`config.mk`:
```
export PLATFORM = sky130hd
export DESIGN_NAME = decimal_field_tile_writer_top
export DESIGN_NICKNAME = d
export VERILOG_FILES = /design/src/hw/rtl/dftw_pkg.sv /design/src/hw/rtl/dftw_front.sv /design/src/hw/rtl/dftw_queue.sv /design/src/hw/rtl/dftw_back.sv /design/src/hw/rtl/decimal_field_tile_writer_top.sv
export VERILOG_INCLUDE_DIRS = /design/src /design/src/hw/rtl
export SDC_FILE = /design/constraint.sdc
export NUM_CORES = 1
export LEC_CHECK = 0
export ABC_CLOCK_PERIOD_IN_PS = 6810
export BUFFER_PORTS_ARGS = -buffer_cell sky130_fd_sc_hd__buf_2
export CAP_MARGIN = 15
export CORE_UTILIZATION = 56
export CTS_CLUSTER_SIZE = 20
export DETAILED_ROUTE_END_ITERATION = 8
export PLACE_DENSITY = 0.78
export SETUP_SLACK_MARGIN = 0.02
export SLEW_MARGIN = 20
export SYNTH_ARGS = -nofsm -noshare
export SYNTH_HDL_FRONTEND = slang
export SYNTH_SLANG_ARGS = --single-unit
```
`constraint.sdc`:
```
create_clock -name clk -period 6.81 [get_ports clk]
set_clock_uncertainty 0.15 [all_clocks]
set_input_delay 1.362 -clock clk [delete_from_list [all_inputs] [get_ports clk]]
set_output_delay 1.362 -clock clk [all_outputs]
set_load 0.02 [all_outputs]
```
`src/hw/rtl/assert_macros.svh`:
```
// Assertion macros for the RTL of the tile writer, included by the top level.
`ifndef ASSERT_MACROS_SVH
`define ASSERT_MACROS_SVH
`ifndef NO_ASSERTIONS
`define DFTW_ASSERT(lbl, prop, msg) \
  lbl: assert property (@(posedge clk) disable iff (!rst_n) prop) else $error(msg);
`define DFTW_NEVER(lbl, expr, msg) \
  lbl: assert property (@(posedge clk) disable iff (!rst_n) !(expr)) else $error(msg);
`else
`define DFTW_ASSERT(lbl, prop, msg)
`define DFTW_NEVER(lbl, expr, msg)
`endif
`endif

```
`src/hw/rtl/dftw_pkg.sv`:
```
// Types and constants shared by the decimal field tile writer.
package dftw_pkg;

  localparam logic REG_DIGIT_BASE = 1'b0;
  localparam logic REG_BLANK_TILE = 1'b1;

  localparam int QUEUE_DEPTH = 2;
  localparam int QPTR_W      = 1;
  localparam int QCNT_W      = 2;

  // Reciprocal of ten for 16-bit operands: q = (v * RECIP10) >> RECIP_SHIFT.
  localparam logic [31:0] RECIP10     = 32'd52429;
  localparam int          RECIP_SHIFT = 19;

  typedef struct packed {
    logic [7:0]  col;
    logic [7:0]  row;
    logic [15:0] number;
    logic [3:0]  width;
  } dftw_cmd_t;

  typedef struct packed {
    logic [7:0] col;
    logic [7:0] row;
    logic [7:0] tile;
    logic       last;
  } dftw_wr_t;

  typedef struct packed {
    logic full;
    logic empty;
  } dftw_qstat_t;

endpackage

```
`src/hw/rtl/dftw_front.sv`:
```
// Front end: accepts input words, clamps the field width and drops empty fields.
module dftw_front import dftw_pkg::*; #(
  parameter int MAX_FIELD_WIDTH = 8
) (
  input  logic        in_tvalid,
  output logic        in_tready,
  input  logic [39:0] in_tdata,
  input  dftw_qstat_t q_stat,
  output logic        push,
  output dftw_cmd_t   push_cmd
);

  localparam logic [3:0] CLAMP_W = (MAX_FIELD_WIDTH > 15) ? 4'd15 : 4'(MAX_FIELD_WIDTH);

  logic [3:0] raw_w;
  logic [3:0] eff_w;

  assign raw_w = in_tdata[35:32];
  assign eff_w = (raw_w > CLAMP_W) ? CLAMP_W : raw_w;

  assign in_tready = !q_stat.full;

  always_comb begin
    push_cmd.col    = in_tdata[7:0];
    push_cmd.row    = in_tdata[15:8];
    push_cmd.number = in_tdata[31:16];
    push_cmd.width  = eff_w;
  end

  // A zero-width field causes no writes, so the word is taken and dropped here.
  assign push = in_tvalid && in_tready && (eff_w != 4'd0);

endmodule

```
`src/hw/rtl/dftw_queue.sv`:
```
// Short command queue between the front end and the write sequencer.
module dftw_queue import dftw_pkg::*; (
  input  logic        clk,
  input  logic        rst_n,
  input  logic        push,
  input  dftw_cmd_t   push_cmd,
  input  logic        pop,
  output dftw_cmd_t   head,
  output dftw_qstat_t stat
);

  dftw_cmd_t         mem_r [QUEUE_DEPTH];
  logic [QPTR_W-1:0] wr_ptr_r;
  logic [QPTR_W-1:0] rd_ptr_r;
  logic [QCNT_W-1:0] cnt_r;
  logic              do_push;
  logic              do_pop;

  assign stat.full  = (cnt_r == QCNT_W'(QUEUE_DEPTH));
  assign stat.empty = (cnt_r == '0);
  assign do_push    = push && !stat.full;
  assign do_pop     = pop && !stat.empty;
  assign head       = mem_r[rd_ptr_r];

  always_ff @(posedge clk) begin
    if (do_push) begin
      mem_r[wr_ptr_r] <= push_cmd;
    end
  end

  always_ff @(posedge clk) begin
    if (!rst_n) begin
      wr_ptr_r <= '0;
      rd_ptr_r <= '0;
      cnt_r    <= '0;
    end else begin
      if (do_push) begin
        wr_ptr_r <= wr_ptr_r + 1'b1;
      end
      if (do_pop) begin
        rd_ptr_r <= rd_ptr_r + 1'b1;
      end
      if (do_push && !do_pop) begin
        cnt_r <= cnt_r + 1'b1;
      end else if (do_pop && !do_push) begin
        cnt_r <= cnt_r - 1'b1;
      end
    end
  end

endmodule

```
`src/hw/rtl/dftw_back.sv`:
```
// Write sequencer: emits the blank writes, then the decimal digits, one word a cycle while the output is not stalled.
module dftw_back import dftw_pkg::*; (
  input  logic       clk,
  input  logic       rst_n,
  input  logic       cmd_valid,
  input  dftw_cmd_t  cmd,
  output logic       cmd_pop,
  input  logic [7:0] digit_tile_base,
  input  logic [7:0] blank_tile,
  output logic       out_valid,
  input  logic       out_ready,
  output dftw_wr_t   out_wr
);

  typedef enum logic [1:0] {
    ST_IDLE,
    ST_BLANK,
    ST_DIGIT
  } state_t;

  state_t      state_r;
  logic [7:0]  col_r;
  logic [7:0]  row_r;
  logic [15:0] val_r;
  logic [3:0]  width_r;
  logic [3:0]  pos_r;
  logic        out_valid_r;
  dftw_wr_t    out_wr_r;

  logic        adv;
  logic [31:0] prod;
  logic [15:0] quot;
  logic [15:0] quot_x10;
  logic [15:0] rem_full;
  logic [7:0]  cell_col;
  logic [7:0]  digit_tile;
  logic        is_last;

  assign adv = !out_valid_r || out_ready;

  // Divide by ten through the reciprocal; exact over the whole 16-bit range.
  assign prod       = {16'd0, val_r} * RECIP10;
  assign quot       = 16'(prod[31:RECIP_SHIFT]);
  assign quot_x10   = (quot << 3) + (quot << 1);
  assign rem_full   = val_r - quot_x10;
  assign cell_col   = col_r + {4'd0, pos_r};
  assign digit_tile = digit_tile_base + {4'd0, rem_full[3:0]};
  assign is_last    = (pos_r == 4'd0) || (quot == 16'd0);

  assign cmd_pop   = (state_r == ST_IDLE) && cmd_valid;
  assign out_valid = out_valid_r;
  assign out_wr    = out_wr_r;

  always_ff @(posedge clk) begin
    if (!rst_n) begin
      state_r     <= ST_IDLE;
      out_valid_r <= 1'b0;
    end else begin
      // A new word is loaded whenever the sequencer is busy and the register is free.
      if ((state_r != ST_IDLE) && adv) begin
        out_valid_r <= 1'b1;
      end else if (out_ready) begin
        out_valid_r <= 1'b0;
      end
      unique case (state_r)
        ST_IDLE: begin
          if (cmd_valid) begin
            col_r   <= cmd.col;
            row_r   <= cmd.row;
            val_r   <= cmd.number;
            width_r <= cmd.width;
            pos_r   <= cmd.width - 4'd1;
            state_r <= ST_BLANK;
          end
        end
        ST_BLANK: begin
          if (adv) begin
            out_wr_r    <= '{col: cell_col, row: row_r, tile: blank_tile, last: 1'b0};
            if (pos_r == 4'd0) begin
              pos_r   <= width_r - 4'd1;
              state_r <= ST_DIGIT;
            end else begin
              pos_r <= pos_r - 4'd1;
            end
          end
        end
        ST_DIGIT: begin
          if (adv) begin
            out_wr_r    <= '{col: cell_col, row: row_r, tile: digit_tile, last: is_last};
            val_r       <= quot;
            pos_r       <= pos_r - 4'd1;
            if (is_last) begin
              state_r <= ST_IDLE;
            end
          end
        end
        default: begin
          state_r <= ST_IDLE;
        end
      endcase
    end
  end

endmodule

```
`src/hw/rtl/decimal_field_tile_writer_top.sv`:
```
// Top level of the decimal field tile writer: configuration registers and assertions.
//
//   channel  direction  payload
//   in_      slave      start_column, row, number, field_width in tdata
//   out_     master     cell_column, cell_row, tile_index in tdata; last in tlast
//   cfg_     write      digit_tile_base (index 0), blank_tile (index 1)
//
// An input word with clamped width w and d decimal digits (d at most w and at
// most five) takes an idle step, w blank writes and then d digit writes in the
// sequencer, one write word per cycle from the output register unless stalled.
// A two-entry command queue lets the front take further words while the sequencer
// works. Reset is synchronous and clears control state and both configuration
// registers. A stall on out_tready holds the sequencer; a full queue drops in_tready.
`include "assert_macros.svh"
module decimal_field_tile_writer_top import dftw_pkg::*; #(
  parameter int MAX_FIELD_WIDTH = 8
) (
  input  logic        clk,
  input  logic        rst_n,
  input  logic        in_tvalid,
  output logic        in_tready,
  input  logic [39:0] in_tdata,   // start_column, row, number, field_width, zero pad
  output logic        out_tvalid,
  input  logic        out_tready,
  output logic [23:0] out_tdata,  // cell_column, cell_row, tile_index
  output logic        out_tlast,
  input  logic        cfg_we,
  input  logic        cfg_index,
  input  logic [7:0]  cfg_wdata
);

  logic [7:0]  digit_base_r;
  logic [7:0]  blank_tile_r;
  logic        push;
  dftw_cmd_t   push_cmd;
  logic        pop;
  dftw_cmd_t   head;
  dftw_qstat_t q_stat;
  dftw_wr_t    wr;

  always_ff @(posedge clk) begin
    if (!rst_n) begin
      digit_base_r <= 8'd0;
      blank_tile_r <= 8'd0;
    end else if (cfg_we) begin
      if (cfg_index == REG_DIGIT_BASE) begin
        digit_base_r <= cfg_wdata;
      end
      if (cfg_index == REG_BLANK_TILE) begin
        blank_tile_r <= cfg_wdata;
      end
    end
  end

  dftw_front #(
    .MAX_FIELD_WIDTH(MAX_FIELD_WIDTH)
  ) u_front (
    .in_tvalid (in_tvalid),
    .in_tready (in_tready),
    .in_tdata  (in_tdata),
    .q_stat    (q_stat),
    .push      (push),
    .push_cmd  (push_cmd)
  );

  dftw_queue u_queue (
    .clk      (clk),
    .rst_n    (rst_n),
    .push     (push),
    .push_cmd (push_cmd),
    .pop      (pop),
    .head     (head),
    .stat     (q_stat)
  );

  dftw_back u_back (
    .clk             (clk),
    .rst_n           (rst_n),
    .cmd_valid       (!q_stat.empty),
    .cmd             (head),
    .cmd_pop         (pop),
    .digit_tile_base (digit_base_r),
    .blank_tile      (blank_tile_r),
    .out_valid       (out_tvalid),
    .out_ready       (out_tready),
    .out_wr          (wr)
  );

  assign out_tdata = {wr.tile, wr.row, wr.col};
  assign out_tlast = wr.last;

  `DFTW_NEVER(a_queue_flags, q_stat.full && q_stat.empty, "queue both full and empty")
  `DFTW_ASSERT(a_no_empty_push, push |-> (push_cmd.width != 4'd0), "zero-width field queued")
  `DFTW_NEVER(a_pop_when_empty, pop && q_stat.empty, "sequencer popped an empty queue")

endmodule
```
# Word-level counts from Yosys, hierarchy flattened
# Memories as Yosys holds them, arrays and structs flattened. A register that Yosys moved wholly into a read port is not among the register bits.
# Cells that the tools add are included.
# classes
add_sub_neg,11
multipliers,1
order_cmp,1
n_eq_ne,8
mux,26
n_bitwise,2
n_reduce_logical,33
# op_table
operator,n
two-way mux 25 bit,2
one-hot mux 25 bit (2 select lines),1
multiplier 16 x 16 -> 32 bit (second input constant),1
two-way mux 16 bit,2
one-hot mux 16 bit (2 select lines),1
two-way mux 4 bit,5
adder 8 x 4 -> 8 bit,2
zero test 16 bit,1
two-way mux 2 bit,7
one-hot mux 4 bit (3 select lines),1
subtractor 4 x 1 -> 4 bit (second input constant),3
AND reduction 5 bit,2
nonzero test 2 bit,5
logical AND 1 bit,8
!= test 2 x 1 -> 1 bit (second input constant),4
AND reduction 4 bit,2
two-way mux 1 bit,6
one-hot mux 2 bit (3 select lines),1
zero test 1 bit,5
adder 4 bit,1
equality test 2 bit (second input constant),2
> comparator 4 bit (second input constant),1
zero test 2 bit,2
zero test 4 bit,1
other kinds (12),16
# word_totals
register_bits,88
ram_bits,72
in_bits,54
out_inout_bits,27
word_cells,99
n_memories,1
# mem_list
name,depth,word_bits,read_ports,rd_clocked_by_memory_dff,wr,line,source
u_queue.mem_r,2,36,1,1,1,dftw_queue.sv:12,dftw_cmd_t mem_r [QUEUE_DEPTH];

# Depth between registers and ports, before layout
# logic_depth
depth_word,9
mapped_depth,28
mapped_depth_nobuf,28

# By module
# From an unflattened synthesis, not the netlist that was laid out.
# unflattened
hier_cells,1055
area_unflattened_um2,12032.8
# by_module_without_submodules
module,instances,cells_each,area_per_inst_um2,seq_area_each_um2
dftw_back,1,814,8286.7,2011.9
dftw_queue,1,137,2829.0,2262.2
decimal_field_tile_writer_top,1,65,636.9,320.3
dftw_front,1,39,280.3,0.0

# Worst setup path after synthesis
# OpenSTA, ideal clock, no wires.
# synth_path
kind,reg-to-reg
start,register u_back.val_r[6]
end,"register u_back.out_wr_r, in the netlist u_back.out_wr[8] (data pin)"
setup_time_ps,270
t_arrival_ps,6253
t_required_ps,6390
setup_slack_ps,137
path_stages_with_launch,25
n_path_buf,0
period_less_slack_ps,6673
cell_sequence,edfxtp_1 ha_1 inv_1 fa_1 inv_1 fa_1 fa_1 fa_1 inv_1 fa_1 inv_1 ha_1 nand4_2 nor4_2 nand3b_1 and4_2 or2_2 xnor2_1 xnor2_1 ha_1 nor2b_1 o21a_1 nand3_1 xor2_1 a21oi_1
# synth_between
elab_chain_len,6
# synth_rtl
item,line,source
from (decl),dftw_back.sv:24,logic [15:0] val_r;
from (signal assigned),dftw_back.sv:70,val_r <= cmd.number;
from (signal assigned),dftw_back.sv:90,val_r <= quot;
multiplier 16 x 16 -> 32 bit,dftw_back.sv:42,"assign prod = {16'd0, val_r} * RECIP10;"
adder 4 bit,dftw_back.sv:44,assign quot_x10 = (quot << 3) + (quot << 1);
subtractor 4 bit,dftw_back.sv:45,assign rem_full = val_r - quot_x10;
adder 8 x 4 -> 8 bit,dftw_back.sv:47,"assign digit_tile = digit_tile_base + {4'd0, rem_full[3:0]};"
two-way mux 25 bit,dftw_back.sv:88,if (adv) begin
one-hot mux 25 bit (2 select lines),dftw_back.sv:65,unique case (state_r)
to (signal assigned),dftw_back.sv:78,"out_wr_r <= '{col: cell_col, row: row_r, tile: blank_tile, last: 1'b0};"
to (signal assigned),dftw_back.sv:89,"out_wr_r <= '{col: cell_col, row: row_r, tile: digit_tile, last: is_last};"
to (decl),dftw_back.sv:28,dftw_wr_t out_wr_r;
# No other way between the ends. The select of a mux whose other input is x is not followed.
# A chain may end at the register's enable or synchronous reset.

# Final worst setup path
# layout_path
start,register u_back.val_r[2]
end,"register u_back.out_wr_r, in the netlist u_back.out_wr[8] (data pin)"
# layout_between
elab_chain_len,6
# layout_rtl
item,line
multiplier 16 x 16 -> 32 bit,dftw_back.sv:42
adder 4 bit,dftw_back.sv:44
subtractor 4 bit (*),dftw_back.sv:45
adder 8 x 4 -> 8 bit (*),dftw_back.sv:47
two-way mux 25 bit (*),dftw_back.sv:88
one-hot mux 25 bit (2 select lines) (*),dftw_back.sv:65
# Every way passes the cells marked *; elsewhere a longest branch is shown, timed or not. The select of a mux whose other input is x is not followed.

==> impl_metrics.env <==
export IMPL_yosys_cell_count_top_type="inv_1"
export IMPL_ys_flop_type="edfxtp_1"
export IMPL_drv_slew=0
export IMPL_final_layout_size_suffix_gt1_share_pct=24.1
export IMPL_yosysTopAreaCell="edfxtp_1"
export IMPL_grt_overflow=0
export IMPL_wl_met1_um=10900
export IMPL_violations="setup timing"
export IMPL_io_buffers=76
export IMPL_cp_max_fo=5
export IMPL_die_h_um=145
export IMPL_fill_cells=1374
export IMPL_vias_per_cell=5.50
export IMPL_max_slew_margin_rel_pct=27.3
export IMPL_startpoint_type="flip-flop"
export IMPL_synth_cell_type_count=58
export IMPL_dp_hpwl_um=19600
export IMPL_layout_setup_ws_ns=-0.0878
export IMPL_drv_cap=0
export IMPL_finish_utilization_pct=68.3
export IMPL_wl_met3_um=1340
export IMPL_num_rows=52
export IMPL_drt_initial_drc_count=484
export IMPL_start_util_pct=57.0
export IMPL_synth_edf_count=137
export IMPL_synthCells=1021
export IMPL_synth_avg_cell_area_um2=11.3
export IMPL_max_freq_mhz=145
export IMPL_place_gp_congestion=0.998
export IMPL_drtAntennaViolNets=0
export IMPL_worstHoldPathCells=0
export IMPL_wl_um=25700
export IMPL_diodes=0
export IMPL_grt_max_degree=47
export IMPL_hold_viol_final=0
export IMPL_finalCritPeriodShare_pct=101
export IMPL_critical_path_class="flip-flop to flip-flop"
export IMPL_dieArea_um2=21200
export IMPL_cp_required_ns=6.82
export IMPL_drc=0
export IMPL_clk_latency_ns=0.42
export IMPL_status="finished, violations left"
export IMPL_synth_fa_ha_area_share_pct=30.3
export IMPL_synth_simple_area_share_pct=7.99
export IMPL_reg2reg_slack_ns=-0.09
export IMPL_synth_async_reset_ratio_pct=0
export IMPL_netlist_top_cells_area="edfxtp_1 (36%), ha_1 (16%), fa_1 (14%), inv_1 (6.0%), dfxtp_1 (4.2%)"
export IMPL_worstPathArrival_ns=6.90
export IMPL_crit_path_end_kind="flip-flop"
export IMPL_wire_per_inst_um=17.5
export IMPL_setup_violations=5
export IMPL_antenna_found_initial=0
export IMPL_synth_top_family_by_area="adder cells"
export IMPL_root_buffer="clkbuf_16"
export IMPL_netlist_area_um2=11500
export IMPL_firstDrtPassIters=5
export IMPL_regArea_um2=4600
export IMPL_hold_buffers=0
export IMPL_fin_crit_ns=6.90
export IMPL_h_tree_depth=4
export IMPL_synth_common_cells="inv_1 (183), ha_1 (150), edfxtp_1 (137)"
export IMPL_cts_sinks=161
export IMPL_tritoncts="yes"
export IMPL_yosysSeqAreaShare_pct=39.8
export IMPL_vias=8091
export IMPL_ff2ff_path_depth=26
export IMPL_multi_input_area_um2=6530
export IMPL_cts_made_buffers=17
export IMPL_synth_mux_area_share_pct=3.61
export IMPL_dr_wl_met2_um=13100
export IMPL_ys_ff_latch=161
export IMPL_areaGrowthSynthToFinish_pct=19.9
export IMPL_top_layer="met4"
export IMPL_rsz0062_at_grt="yes"
export IMPL_die_width_um=145
export IMPL_synth_xor_area_share_pct=3.42
export IMPL_core_area_um2=20200
export IMPL_max_clock_path_buffers=2
export IMPL_grt_pass1_wl_um=41200
export IMPL_synth_nets=1306
export IMPL_synth_top_area_share_pct=35.7
export IMPL_fin_nets=1472
export IMPL_grt_pass1_vias=8326
export IMPL_grt_use_total_pct=25.0
export IMPL_yosys_warnings=0
export IMPL_ios=81
export IMPL_min_path_type="flip-flop to flip-flop"
export IMPL_clk_pin_slew_worst_paths_ns=0.07
export IMPL_worst_slew_pin_slew_ns=1.09
export IMPL_synth_compound_area_share_pct=8.15
-- final timing paths --
check,from,end
worst max-delay path,u_back.val_r[2]$_DFFE_PP_,u_back.out_wr[8]$_DFFE_PP_
worst min-delay path,u_back.row_r[1]$_DFFE_PP_,u_back.out_wr[10]$_DFFE_PP_
worst max register to register,u_back.val_r[2]$_DFFE_PP_,u_back.out_wr[8]$_DFFE_PP_
worst min register to register,u_back.row_r[1]$_DFFE_PP_,u_back.out_wr[10]$_DFFE_PP_
-- placed cells by master, fill, tap and decap left out, types with 4 or more instances in the layout --
cell and count:
a211oi_1 8, a21o_1 11, a21oi_1 50, a21oi_2 8, a31oi_1 6, and3_1 4, buf_2 76, buf_4 89
clkbuf_16 17, dfxtp_1 23, edfxtp_1 137, fa_1 78, ha_1 134, ha_2 4, ha_4 12, inv_1 177
inv_2 6, inv_6 5, mux2_2 21, mux2i_1 18, nand2_1 67, nand2b_1 5, nand3_1 17, nand4_1 6
nor2_1 29, nor2b_1 16, nor3_1 9, nor4_1 5, o211ai_1 4, o21ai_0 26, o21ai_1 8, o22ai_1 4
or3_1 5, xnor2_1 25, xor2_1 17
-- area by class of cell --
type / instances / share of cell area, %
Clock buffer: 17 / 3.08
Tap cell: 270 / 2.44
Multi-Input combinational cell: 656 / 47.2
Inverter: 183 / 4.97
Sequential cell: 161 / 33.2
Timing Repair Buffer: 168 / 7.89
Clock inverter: 15 / 1.19
-- sequential cells by signal, indices dropped and copies added (netlist names), named ones only --
signal / cells
u_queue.rd_ptr_r: 1
u_back.row_r: 8
u_queue.mem_r: 72
digit_base_r: 8
u_back.width_r: 4
blank_tile_r: 8
u_back.col_r: 8
u_back.out_wr: 25
u_back.val_r: 16
u_back.out_valid: 1
u_queue.cnt_r: 2
u_back.pos_r: 4
u_queue.wr_ptr_r: 1
u_back.state_r: 2
-- layer usage --
layer | track usage (%) | vias up
met5 | 0 | -
li1 | - | 3846
met2 | 43.9 | 253
met1 | 33.2 | 3955
met4 | 6.58 | 0
met3 | 2.54 | 37
-- timing repair --
item | 4_1_cts | 5_1_grt
pin swaps | 38 | 42
endpoints found under the setup margin | 7 | 8
gates resized for setup | 44 | 24
setup buffers | 14 | 11
-- per-stage QoR --
stage	TNS (ns)	instances	hold slack (ns)	setup slack [ns]	area [µm²]
after detailed placement	-0.779	1412	0.255	-0.215	12700
final	-0.183	1470	0.271	-0.0878	13800
after global routing	-1.42	1470	0.285	-0.317	13800
after CTS	0	1458	0.272	0.0212	13600
after global placement	-0.416	1412	0.254	-0.150	12700
after floorplan	0	1021	0.250	0.137	11500
-- worst max-delay path, stage by stage, from the launching register on --
cell and delay (ns):
edfxtp_1 0.50, buf_6 0.17, ha_4 0.24, xor2_1 0.14
ha_1 0.33, fa_1 0.52, fa_1 0.46, fa_1 0.55
inv_1 0.06, fa_1 0.54, inv_1 0.09, ha_4 0.32
nand4_1 0.19, nor2_4 0.15, o41ai_2 0.08, o21ai_1 0.16
xor2_1 0.26, ha_2 0.25, xor2_2 0.17, xnor2_2 0.13
xnor2_1 0.17, ha_1 0.30, nor2b_1 0.15, o21a_1 0.20
nand3_2 0.09, xor2_1 0.17, a21oi_1 0.09
-- logic make-up after synthesis --
| group | count (synthesis) |
|---|---|
| adder cells (fa/ha/maj) | 231 |
| multiplexers | 39 |
| XOR/XNOR | 45 |
| buffers and inverters | 204 |
| flip-flops | 161 |
| AO/OA/AOI/OAI | 153 |
| AND/OR/NAND/NOR | 188 |
Power is left out: the tool's default activity adds up to more than one toggle a clock period on the data nets, which glitch-free logic cannot reach.
